<file path="src/lwpd_pkg.sv">
package lwpd_pkg;

   localparam int WORD_W     = 16;
   localparam int BYTE_W     = 8;
   localparam int NIB_W      = 4;
   localparam int PAL_DEPTH  = 16;
   localparam int IDX_W      = 4;
   localparam int SCREEN_BIT = 15;
   localparam int OFFSET_HI  = 14;
   localparam int OFFSET_LO  = 8;
   // offsets below 16 address green: bits 14..12 of the word are zero
   localparam int GREEN_HI   = 14;
   localparam int GREEN_LO   = 12;
   localparam int RSP_W      = 6 * BYTE_W;

   typedef logic [NIB_W-1:0]  nibble_type;
   typedef logic [IDX_W-1:0]  idx_type;
   typedef logic [BYTE_W-1:0] byte_type;

   // palette write request
   typedef struct packed {
      logic     en;
      logic     green;
      idx_type  idx;
      byte_type value;
   } pal_wr_type;

   // palette read request, both pixels of a screen byte
   typedef struct packed {
      logic    en;
      idx_type left_idx;
      idx_type right_idx;
   } pal_rd_type;

   typedef struct packed {
      nibble_type red;
      nibble_type green;
      nibble_type blue;
   } rgb4_type;

   typedef struct packed {
      rgb4_type left;
      rgb4_type right;
   } pix_pair_type;

   function automatic byte_type widen_nibble(nibble_type n);
      return {n, n};
   endfunction

endpackage

</file>
<file path="src/lwpd_palette.sv">
module lwpd_palette (
   input  logic                  clock,
   input  logic                  reset,
   input  lwpd_pkg::pal_wr_type   wr,
   input  lwpd_pkg::pal_rd_type   rd,
   output lwpd_pkg::pix_pair_type rd_data
);
   import lwpd_pkg::*;

   // green store, and red/blue store as {blue, red}
   nibble_type                  green_mem_ff [PAL_DEPTH];
   logic [2*NIB_W-1:0]          rb_mem_ff    [PAL_DEPTH];
   logic [PAL_DEPTH-1:0]        green_vld_ff, green_vld_in;
   logic [PAL_DEPTH-1:0]        rb_vld_ff, rb_vld_in;
   pix_pair_type                rd_data_ff;

   always_comb begin
      green_vld_in = green_vld_ff;
      rb_vld_in    = rb_vld_ff;
      if (wr.en) begin
         if (wr.green) begin
            green_vld_in[wr.idx] = 1'b1;
         end else begin
            rb_vld_in[wr.idx] = 1'b1;
         end
      end
   end

   always_ff @(posedge clock) begin
      if (reset) begin
         green_vld_ff <= '0;
         rb_vld_ff    <= '0;
      end else begin
         green_vld_ff <= green_vld_in;
         rb_vld_ff    <= rb_vld_in;
      end
   end

   always_ff @(posedge clock) begin
      if (wr.en) begin
         if (wr.green) begin
            green_mem_ff[wr.idx] <= wr.value[NIB_W-1:0];
         end else begin
            rb_mem_ff[wr.idx] <= wr.value;
         end
      end
   end

   // two read ports, data registered; an entry never written reads as zero
   always_ff @(posedge clock) begin
      if (rd.en) begin
         rd_data_ff.left.green  <= green_vld_ff[rd.left_idx] ?
                                   green_mem_ff[rd.left_idx] : '0;
         rd_data_ff.left.red    <= rb_vld_ff[rd.left_idx] ?
                                   rb_mem_ff[rd.left_idx][NIB_W-1:0] : '0;
         rd_data_ff.left.blue   <= rb_vld_ff[rd.left_idx] ?
                                   rb_mem_ff[rd.left_idx][2*NIB_W-1:NIB_W] : '0;
         rd_data_ff.right.green <= green_vld_ff[rd.right_idx] ?
                                   green_mem_ff[rd.right_idx] : '0;
         rd_data_ff.right.red   <= rb_vld_ff[rd.right_idx] ?
                                   rb_mem_ff[rd.right_idx][NIB_W-1:0] : '0;
         rd_data_ff.right.blue  <= rb_vld_ff[rd.right_idx] ?
                                   rb_mem_ff[rd.right_idx][2*NIB_W-1:NIB_W] : '0;
      end
   end

   assign rd_data = rd_data_ff;

endmodule

</file>
<file path="src/lwpd_out_stage.sv">
module lwpd_out_stage (
   input  logic                       clock,
   input  logic                       reset,
   input  logic                       in_valid,
   output logic                       in_ready,
   input  lwpd_pkg::pix_pair_type     in_data,
   output logic                       rsp_tvalid,
   input  logic                       rsp_tready,
   output logic [lwpd_pkg::RSP_W-1:0] rsp_tdata
);
   import lwpd_pkg::*;

   logic                out_valid_ff, out_valid_in;
   logic [RSP_W-1:0]    out_data_ff;
   logic                load;

   assign in_ready     = !out_valid_ff || rsp_tready;
   assign load         = in_valid && in_ready;
   assign out_valid_in = load ? 1'b1 : (rsp_tready ? 1'b0 : out_valid_ff);

   always_ff @(posedge clock) begin
      if (reset) begin
         out_valid_ff <= 1'b0;
      end else begin
         out_valid_ff <= out_valid_in;
      end
   end

   // left_red lowest, right_blue highest
   always_ff @(posedge clock) begin
      if (load) begin
         out_data_ff <= {widen_nibble(in_data.right.blue),
                         widen_nibble(in_data.right.green),
                         widen_nibble(in_data.right.red),
                         widen_nibble(in_data.left.blue),
                         widen_nibble(in_data.left.green),
                         widen_nibble(in_data.left.red)};
      end
   end

   assign rsp_tvalid = out_valid_ff;
   assign rsp_tdata  = out_data_ff;

endmodule

</file>
<file path="src/line_word_palette_decoder_top.sv">
// Line-word palette decoder. Takes one 16-bit line-buffer word per cycle on
// req_ while rsp_ is not back-pressured. A word with bit 15 set is a screen
// byte (bits 7..0): its high nibble indexes the left pixel and its low nibble
// the right pixel in a 16-entry palette of 4-bit red, green and blue, and one
// result word carrying both pixels as 8-bit RGB (each nibble replicated)
// leaves on rsp_. A word with bit 15 clear writes the palette and gives no
// result: offset (bits 14..8) below 16 loads green of that entry from the
// value's low nibble, any other offset loads entry offset&15 with red from the
// low and blue from the high nibble. The palette is all zero after reset. A
// screen word's result passes the registered palette read and then the output
// register before it is offered on rsp_. The palette write of a word is seen
// by every later screen word.
module line_word_palette_decoder_top (
   input  logic                       clock,
   input  logic                       reset,
   input  logic                       req_tvalid,
   output logic                       req_tready,
   input  logic [lwpd_pkg::WORD_W-1:0] req_tdata,  // [15:0] line_word
   output logic                       rsp_tvalid,
   input  logic                       rsp_tready,
   // [7:0] left_red, [15:8] left_green, [23:16] left_blue,
   // [31:24] right_red, [39:32] right_green, [47:40] right_blue
   output logic [lwpd_pkg::RSP_W-1:0] rsp_tdata
);
   import lwpd_pkg::*;

   logic          accept;
   logic          is_screen;
   logic          s1_valid_ff, s1_valid_in;
   logic          s1_ready;
   pal_wr_type    pal_wr;
   pal_rd_type    pal_rd;
   pix_pair_type  pal_data;

   // read stage holds while the output register is full and not being taken
   assign req_tready = !s1_valid_ff || s1_ready;
   assign accept     = req_tvalid && req_tready;
   assign is_screen  = req_tdata[SCREEN_BIT];

   // register write decode
   always_comb begin
      pal_wr.en    = accept && !is_screen;
      pal_wr.green = (req_tdata[GREEN_HI:GREEN_LO] == '0);
      pal_wr.idx   = req_tdata[OFFSET_LO+IDX_W-1:OFFSET_LO];
      pal_wr.value = req_tdata[BYTE_W-1:0];
   end

   // screen byte: two palette lookups
   always_comb begin
      pal_rd.en        = accept && is_screen;
      pal_rd.left_idx  = req_tdata[2*NIB_W-1:NIB_W];
      pal_rd.right_idx = req_tdata[NIB_W-1:0];
   end

   // valid for the registered read data
   assign s1_valid_in = pal_rd.en ? 1'b1 : (s1_ready ? 1'b0 : s1_valid_ff);

   always_ff @(posedge clock) begin
      if (reset) begin
         s1_valid_ff <= 1'b0;
      end else begin
         s1_valid_ff <= s1_valid_in;
      end
   end

   lwpd_palette u_palette (
      .clock   (clock),
      .reset   (reset),
      .wr      (pal_wr),
      .rd      (pal_rd),
      .rd_data (pal_data)
   );

   lwpd_out_stage u_out_stage (
      .clock      (clock),
      .reset      (reset),
      .in_valid   (s1_valid_ff),
      .in_ready   (s1_ready),
      .in_data    (pal_data),
      .rsp_tvalid (rsp_tvalid),
      .rsp_tready (rsp_tready),
      .rsp_tdata  (rsp_tdata)
   );

endmodule
</file>
<file path="config.mk">
export PLATFORM = sky130hd
export DESIGN_NAME = line_word_palette_decoder_top
export DESIGN_NICKNAME = d
export VERILOG_FILES = /design/src/lwpd_pkg.sv /design/src/lwpd_palette.sv /design/src/lwpd_out_stage.sv /design/src/line_word_palette_decoder_top.sv
export SDC_FILE = /design/constraint.sdc
export NUM_CORES = 1
export LEC_CHECK = 0
export BUFFER_PORTS_ARGS = -buffer_cell sky130_fd_sc_hd__buf_2
export CAP_MARGIN = 20
export CELL_PAD_IN_SITES_DETAIL_PLACEMENT = 1
export CELL_PAD_IN_SITES_GLOBAL_PLACEMENT = 2
export CORE_AREA = 2 2 197 141
export DETAILED_ROUTE_END_ITERATION = 8
export DIE_AREA = 0 0 199 143
export GPL_ROUTABILITY_DRIVEN = 0
export PLACE_DENSITY_LB_ADDON = 0.1
export SYNTH_ARGS = -nofsm -noshare
export SYNTH_HDL_FRONTEND = slang
export SYNTH_HIERARCHICAL = 1
export SYNTH_SLANG_ARGS = --single-unit
</file>
<file path="constraint.sdc">
create_clock -name clock -period 2.4 [get_ports clock]
set_input_delay 0.24 -clock clock [delete_from_list [all_inputs] [get_ports clock]]
set_output_delay 0.24 -clock clock [all_outputs]
set_load 0.005 [all_outputs]
</file>
Word-level counts from Yosys, hierarchy flattened:

Memories as Yosys holds them, arrays and structs flattened. A register that Yosys moved wholly into a read port is not among the register bits.
Index checks and enable logic that the tools add are counted.

* register bits after elaboration: 82
* memories kept: 2
* logic and storage cells: 53
* bits in writable memories: 192
* input port bits: 20
* output and inout port bits: 50

Memory list
* u_palette.rb_mem_ff: words 16, bits a word 8, read ports 2, clocked after Yosys merged registers in 2, wr ports 1, RTL line lwpd_palette.sv:12 `logic [2*NIB_W-1:0] rb_mem_ff [PAL_DEPTH];`
* u_palette.green_mem_ff: words 16, bits a word 4, read ports 2, clocked after Yosys merged registers in 2, wr ports 1, RTL line lwpd_palette.sv:11 `nibble_type green_mem_ff [PAL_DEPTH];`

* muxes and demuxes: 20
* reduce and logical (&&, ||, !) cells: 19
* bitwise operators: 3
* $lt $le $gt $ge: 4

Operator list (count)
* 16-bit bitwise OR: 2
* 1-bit binary-select mux with 4-bit select: 4
* 4-bit by 5-bit < comparator with 1-bit output, second input constant: 3
* 1-bit two-way mux: 15
* 1-bit zero test: 7
* 1-bit logical AND: 5
* 1-bit demux with 4-bit select: 1
* 4-bit by 1-bit >= comparator with 1-bit output, second input constant: 1
* 2-bit AND reduction: 2
* 2-bit nonzero test: 2
* 3-bit zero test: 1
* 1-bit logical OR: 2
* 1-bit NOT: 1

Longest topological paths before layout:

Gate-level depths: netlist (run 1).

* depth after elaboration: 7
* depth in mapped cells: 7
* depth with buffers taken out: 7

Modules after synthesis:

Netlist (run 1), hierarchy kept.

Modules (own cells, without submodules)
* lwpd_palette: instances 1, area an instance 11267.1 um^2, sequential area each 7126.8 um^2, cells each 598
* lwpd_out_stage: instances 1, area an instance 955.9 um^2, sequential area each 740.7 um^2, cells each 53
* line_word_palette_decoder_top: instances 1, area an instance 62.6 um^2, sequential area each 20.0 um^2, cells each 7

Worst setup path after synthesis (run 1):

No wires, ideal clock.

* kind: register to register
* start: register u_out_stage.out_valid_ff (netlist: u_out_stage/rsp_tvalid)
* end: memory u_palette/rb_mem_ff[0][0] in the netlist's numbering, enable pin
* path buffers: 0
* arrival: 1.752 ns
* period minus slack after synthesis: 2.125 ns
* setup time: 0.374 ns
* slack: 0.275 ns
* data required time: 2.026 ns
* cell stages (with the launch flop): 6
* cell sequence: dfxtp_1 -> nand2b_4 -> nand2b_4 -> and3b_1 -> or4b_1 -> nor2_1

RTL lines
* from (decl): RTL line lwpd_out_stage.sv:13 `logic out_valid_ff, out_valid_in;`
* from (signal assigned): RTL line lwpd_out_stage.sv:25 `out_valid_ff <= out_valid_in;`
* to (decl): RTL line lwpd_palette.sv:12

==> metrics, run 1 <==
status=complete, no violations; I/O pin total=70; final hold violations=0; Nets=786; Fillers=2429; Critical Path End Type=flip-flop; clk slew on worst S/H paths=60 ps; CTS Hold Bufs=4; synthesized instance count=658; P_leak=0.00492 uW; Max Slew Vio Count=0; fin crit share=85.3%; # H-tree levels=1; fin area=0.0141 mm^2; crit-path cells=dlygate4sd3_1, buf_2, nand2b_4, nand2b_4, and3b_1, or4b_1, nor2_1, buf_4; worst hold slack=140 ps; Port Buf Inserts=69; slowest stage delay, CP=540 ps; Die W=199 um; DR pass1 iterations=5; CTS tree=built; Clock Latency Late Sink=540 ps; critical-path maximum fanout=9; Top FF cell, synth=edfxtp_1; clk buf depth=3; Post-Layout Cell Count=1151; register bit total from synthesis=274; share of layout cells above drive strength 1=29.1%; DR vias/cell=5.96; clk root buf=clkbuf_16; worst hold path depth=1; GR Overflow Total=0; Syn-to-layout area delta=14.7%; Cells after DPL=1097; setup bufs post-CTS=0; Seq pwr share=53.0%; Comb pwr share=6.8%; number of global-route vias before repair=7060; CTS resizes=0; count of cell types in the netlist=33; part of the Yosys area used for sequential elements=64.2%; worst-case reg-to-reg path depth=6; Final ANT Viol Nets=0; Worst EP arrival=2280 ps; Worst-Margin Slew=747 ps; Residual DRC=0; RSZ-0062 raised after global routing=no; DP Wirelength=21500 um; Setup Viol. Count Final=0; Top Family by Delay on Critical Path=simple AND/OR/NAND/NOR gates; 1st-iter DRT viols=637; placed cell area=0.0132 mm^2; ANT cells=0; Psw=2210 uW; Final Util=53.3%; power density cells=704 mW/mm^2; CORE AREA=0.0265 mm^2; Inserted Clock Buffers=27; CTS Sinks=274; first-pass GRT wire length=46800 um; Crit path top cell by count=nand2b_4; wire per inst=27.8 um; Slew HR=50.0%; Setup TNS=0 ps; antenna violations before repair=0; ys async rst share=0%; Max Cap Violations=0; Syn Std Cell Area=0.0123 mm^2; syn_nets=678; initial core utilization=46.4%; Crit path depth=8; Crit path required time=2640 ps; CP max stage cell=or4b_1; Fmax=488 MHz; pin count of the biggest net entering global routing=47; Worst Hold Class=input port to flip-flop; worst vdd ir=0.571 mV; vias post-DR=6860; Post-synth EDFFs=240; drt total wl=32000 um; Worst Skew=9.24 ps; WS Path Type=input port to flip-flop; Clock Power Share=40.2%; total global-route track usage=22.9%; FP Rows=50; CP Launch Type=input port; Switching Share=22.3%; WP buf/inv=3; DIE AREA=0.0285 mm^2; synth warn=6; Mapped Avg Cell Area=18.7 um^2; Die Span Y=143 um; Final min period=2050 ps; Int Pwr=7710 uW
power groups by stage:
stage	Combinational [uW]	Sequential [uW]	Clock, uW
finish	672	5260	3980
global route	717	5260	4220
CTS	678	5260	4060
detailed placement	671	5360	0
global placement	659	5360	0
floorplan	399	5350	0
per-stage QoR:
step           setup slack (ps)  total power, uW
3_5_place_dp                180             6030
5_1_grt                     296            10200
2_1_floorplan               275             5750
6_report                    353             9920
3_3_place_gp                223             6020
4_1_cts                     367             9990
registers in the layout, indices dropped and copies added, names as in the netlist:
signal and cells:
s1_valid_ff 1, u_palette/rd_data 24, u_out_stage/rsp_tvalid 1, u_out_stage/rsp_tdata 24
u_palette/rb_vld_ff 16, u_palette/green_mem_ff 64, u_palette/green_vld_ff 16, u_palette/rb_mem_ff 128
path summary, 6_finish.rpt:
path,startpoint,end,slack (ps)
setup reg to reg,u_out_stage/rsp_tvalid,u_palette/rb_mem_ff[4][7],370
hold / removal,req_tdata[7],u_palette/rb_mem_ff[1][7],140
hold reg to reg,u_palette/rd_data[23],u_out_stage/rsp_tdata[7],420
setup / recovery,rsp_tready,u_palette/rb_mem_ff[4][7],350
placed cells by master (no fill, tap or decap), drive strengths merged:
cell type,instances
a21oi,26
a22o,8
a22oi,48
and2,3
and3,1
and3b,1
buf,137
bufinv,1
clkbuf,30
clkinv,18
dfxtp,34
dlygate4sd3,4
edfxtp,240
inv,2
mux4,112
nand2,2
nand2b,4
nand4,1
nand4b,3
nand4bb,3
nor2,102
nor2b,4
nor3,1
or2,1
or4b,1
cell families after synthesis:
logic type             Yosys count  synth area share, %
DFF                            274                 64.2
muxes                          112                 22.5
AOI/OAI and AO/OA               82                 4.59
and+or+nand+nor                127                 4.88
buffers and inverters           63                 3.78
layout make-up:
type / instances / area, um^2 / share of cell area, %
multi-input combinational: 321 / 3930 / 27.9
tap: 364 / 455 / 3.23
sequential: 274 / 7890 / 56.0
clock inverter: 20 / 115 / 0.817
inverter: 1 / 3.75 / 0.0266
timing repair buffer: 141 / 1000 / 7.10
clock buffer: 30 / 697 / 4.94
per-layer routing:
metal / global-route usage (%) / wire length (um) / vias to the layer above
li1: - / - / 2963
met1: 36.1 / 15300 / 3604
met2: 34.5 / 14100 / 255
met3: 3.54 / 2130 / 38
met4: 3.50 / 412 / 0
met5: 0 / 0 / -
cells in the mapped netlist, types with 3 or more instances:
master     instances  area [um^2]
buf_2              8         40.0
dfxtp_1           34          681
edfxtp_1         240         7210
a22oi_1           48          360
nand4b_1           3         26.3
buf_4             26          195
nor2_1            98          368
a22o_1             8         70.1
buf_12             6          120
a21oi_1           25          125
buf_1              3         11.3
nand4bb_1          3         33.8
mux4_2            46         1040
nor2b_1            4         25.0
mux4_1            66         1730
clkbuf_1          15         56.3
(Power assumes the default switching activity.)
==> run 2, diff against run 1 <==
--- a/config.mk
+++ b/config.mk
@@ -14,6 +14,7 @@
 export DIE_AREA = 0 0 199 143
 export GPL_ROUTABILITY_DRIVEN = 0
 export PLACE_DENSITY_LB_ADDON = 0.1
+export RECOVER_POWER = 25
 export SYNTH_ARGS = -nofsm -noshare
 export SYNTH_HDL_FRONTEND = slang
 export SYNTH_HIERARCHICAL = 1
==> metrics, run 2 (synthesized netlist as in run 1, its figures left out) <==
max reg flops=128 (unchanged); Worst Hold Class=input port to flip-flop; Critical Path End Type=flip-flop; Worst EP arrival=2440 ps (+160 ps); Fillers=2435 (+0.25%); hold path endpoint=u_palette/rb_mem_ff[12][6]; Die Span Y=143 um (unchanged); CTS Sinks=274 (unchanged); Setup TNS=0 ps (unchanged); wire per inst=27.8 um (-0.24%); worst hold path depth=2 (+1); I/O pin total=70 (unchanged); CTS tree=built; Hold Path Origin=req_tdata[6]; WS Path Type=input port to flip-flop; flop2flop setup slack=380 ps (about the same); commonest non-fill, non-tap cells in the layout=edfxtp_1 (240), nor2_1 (98), mux4_1 (66), buf_2 (63), buf_4 (59); Worst Skew=7.20 ps (-2.04 ps); Final Util=53.1% (-0.12 points); power density cells=704 mW/mm^2 (+0.11%); Final ANT Viol Nets=0 (unchanged); placed cell area=0.0132 mm^2 (unchanged); clk buf depth=3 (unchanged); clk root buf=clkbuf_16; CORE AREA=0.0265 mm^2 (unchanged); fin area=0.0141 mm^2 (-0.22%); slowest stage delay, CP=920 ps (+380 ps); Max Cap Violations=0 (unchanged); final hold violations=0 (unchanged); Seq pwr share=53.1% (about the same); Crit path required time=2660 ps (+20 ps); pin count of the biggest net entering global routing=47 (unchanged); Reg with most FFs=u_palette/rb_mem_ff; Final min period=2180 ps (+129 ps); worst-case reg-to-reg path depth=6 (unchanged); ANT cells=0 (unchanged); number of global-route vias before repair=7060 (unchanged); DR pass1 iterations=5 (unchanged); DP Wirelength=21500 um (unchanged); initial core utilization=46.4% (unchanged); total global-route track usage=22.9% (unchanged); Slew HR=11.8% (-38 points); 1st-iter DRT viols=634 (-0.47%); GR Overflow Total=0 (unchanged); Nets=786 (unchanged); vias post-DR=6874 (+0.20%); Clock Latency Late Sink=540 ps (about the same); RSZ-0062 raised after global routing=no; Max Slew Vio Count=0 (unchanged); Switching Share=22.2% (-0.047 points); Worst R2R End=u_palette/rb_mem_ff[8][7]; DR vias/cell=5.97 (+0.20%); critical-path maximum fanout=46 (+37); Top Family by Delay on Critical Path=buffers and inverters; drt total wl=31900 um (-0.24%); Setup Viol. Count Final=0 (unchanged); Comb pwr share=6.7% (about the same); crit-path cells=buf_2, clkbuf_2, mux4_1, a22o_1, nor2_4, a21oi_1; status=complete, no violations; Fmax=459 MHz (-5.9%); Clock Power Share=40.2% (about the same); DIE AREA=0.0285 mm^2 (unchanged); Port Buf Inserts=69 (unchanged); # H-tree levels=1 (unchanged); clk slew on worst S/H paths=60 ps (about the same); fin crit share=90.7% (+5.4 points); pre-CTS WS=180 ps (unchanged); first-pass GRT wire length=46800 um (unchanged); Psw=2200 uW (-0.32%); P_leak=0.00490 uW (-0.55%); CP max stage cell=clkbuf_2; antenna violations before repair=0 (unchanged); Residual DRC=0 (unchanged); top flop regs=u_palette/rb_mem_ff: 128 flops, u_palette/green_mem_ff: 64 flops; PnR worst setup slack=223 ps (-129 ps); worst vdd ir=0.566 mV (-0.88%); FP Rows=50 (unchanged); Int Pwr=7700 uW (about the same); WP buf/inv=2 (-1); Syn-to-layout area delta=14.5%; Die W=199 um (unchanged); Worst-Margin Slew=1320 ps (+575 ps); worst hold slack=202 ps (+62.2 ps); beginning of the worst register-to-register path=u_out_stage/rsp_tvalid; Inserted Clock Buffers=27 (unchanged); CP Launch Type=input port; share of layout cells above drive strength 1=28.2% (-0.89 points); most common cell after layout, fill and taps aside=edfxtp_1
run 2: cell count changes in the layout (fill, tap and decap cells not counted):
cell	before	now
buf_4	62	59
clkbuf_1	2	9
clkbuf_2	0	1
buf_2	67	63
buf_12	8	7
run 2: power by group through the flow:
| stage | clock network (uW) | logic [uW] | registers [uW] |
|---|---|---|---|
| 4_1_cts | 4060 | 678 | 5260 |
| 3_3_place_gp | 0 | 659 | 5360 |
| 3_5_place_dp | 0 | 671 | 5360 |
| 6_report | 3980 | 666 | 5260 |
| 5_1_grt | 4220 | 712 | 5260 |
| 2_1_floorplan | 0 | 399 | 5350 |
run 2: worst max-delay path by stage:
| stage | end | cells after the start | start | slack, ps |
|---|---|---|---|---|
| 5_1_grt | u_palette/rd_data[3] | 5 | req_tdata[1] | 160 |
| 2_1_floorplan | u_palette/rb_mem_ff[0][0] | 5 | u_out_stage/rsp_tvalid | 270 |
| 3_5_place_dp | u_palette/rd_data[6] | 5 | req_tdata[0] | 180 |
| 6_report | u_palette/rd_data[3] | 6 | req_tdata[2] | 220 |
| 3_3_place_gp | u_palette/rd_data[6] | 5 | req_tdata[0] | 220 |
| 4_1_cts | u_palette/rb_mem_ff[0][1] | 8 | rsp_tready | 370 |
run 2: metrics by stage:
stage	power (uW)	cells
final	9910	1151
after global routing	10200	1151
after CTS	9990	1151
after detailed placement	6030	1097
after global placement	6020	1097
after floorplan	5750	658
run 2: area by class of cell:
class,instances,area [um^2],share of cell area (%)
repair buffers,141,970,6.90
multi-input cells,321,3930,28.0
well taps,364,455,3.24
inverters,1,3.75,0.0267
clock buffers,30,697,4.96
clock inverters,20,115,0.819
flip-flops and latches,274,7890,56.1
run 2: what timing repair did:
action,in CTS,in global routing
gates resized for setup,0,0
buffers inserted,0,0
hold endpoints to repair,4,0
hold buffers,4,0
endpoints found under the setup margin,0,0
run 2: metal layers:
metal  routed length [um]  GRT usage [%]  vias up
met5                    0              0        -
met4                  398           3.50        0
met3                 2250           3.54       36
met2                14100           34.5      249
met1                15200           36.1     3625
li1                     -              -     2964
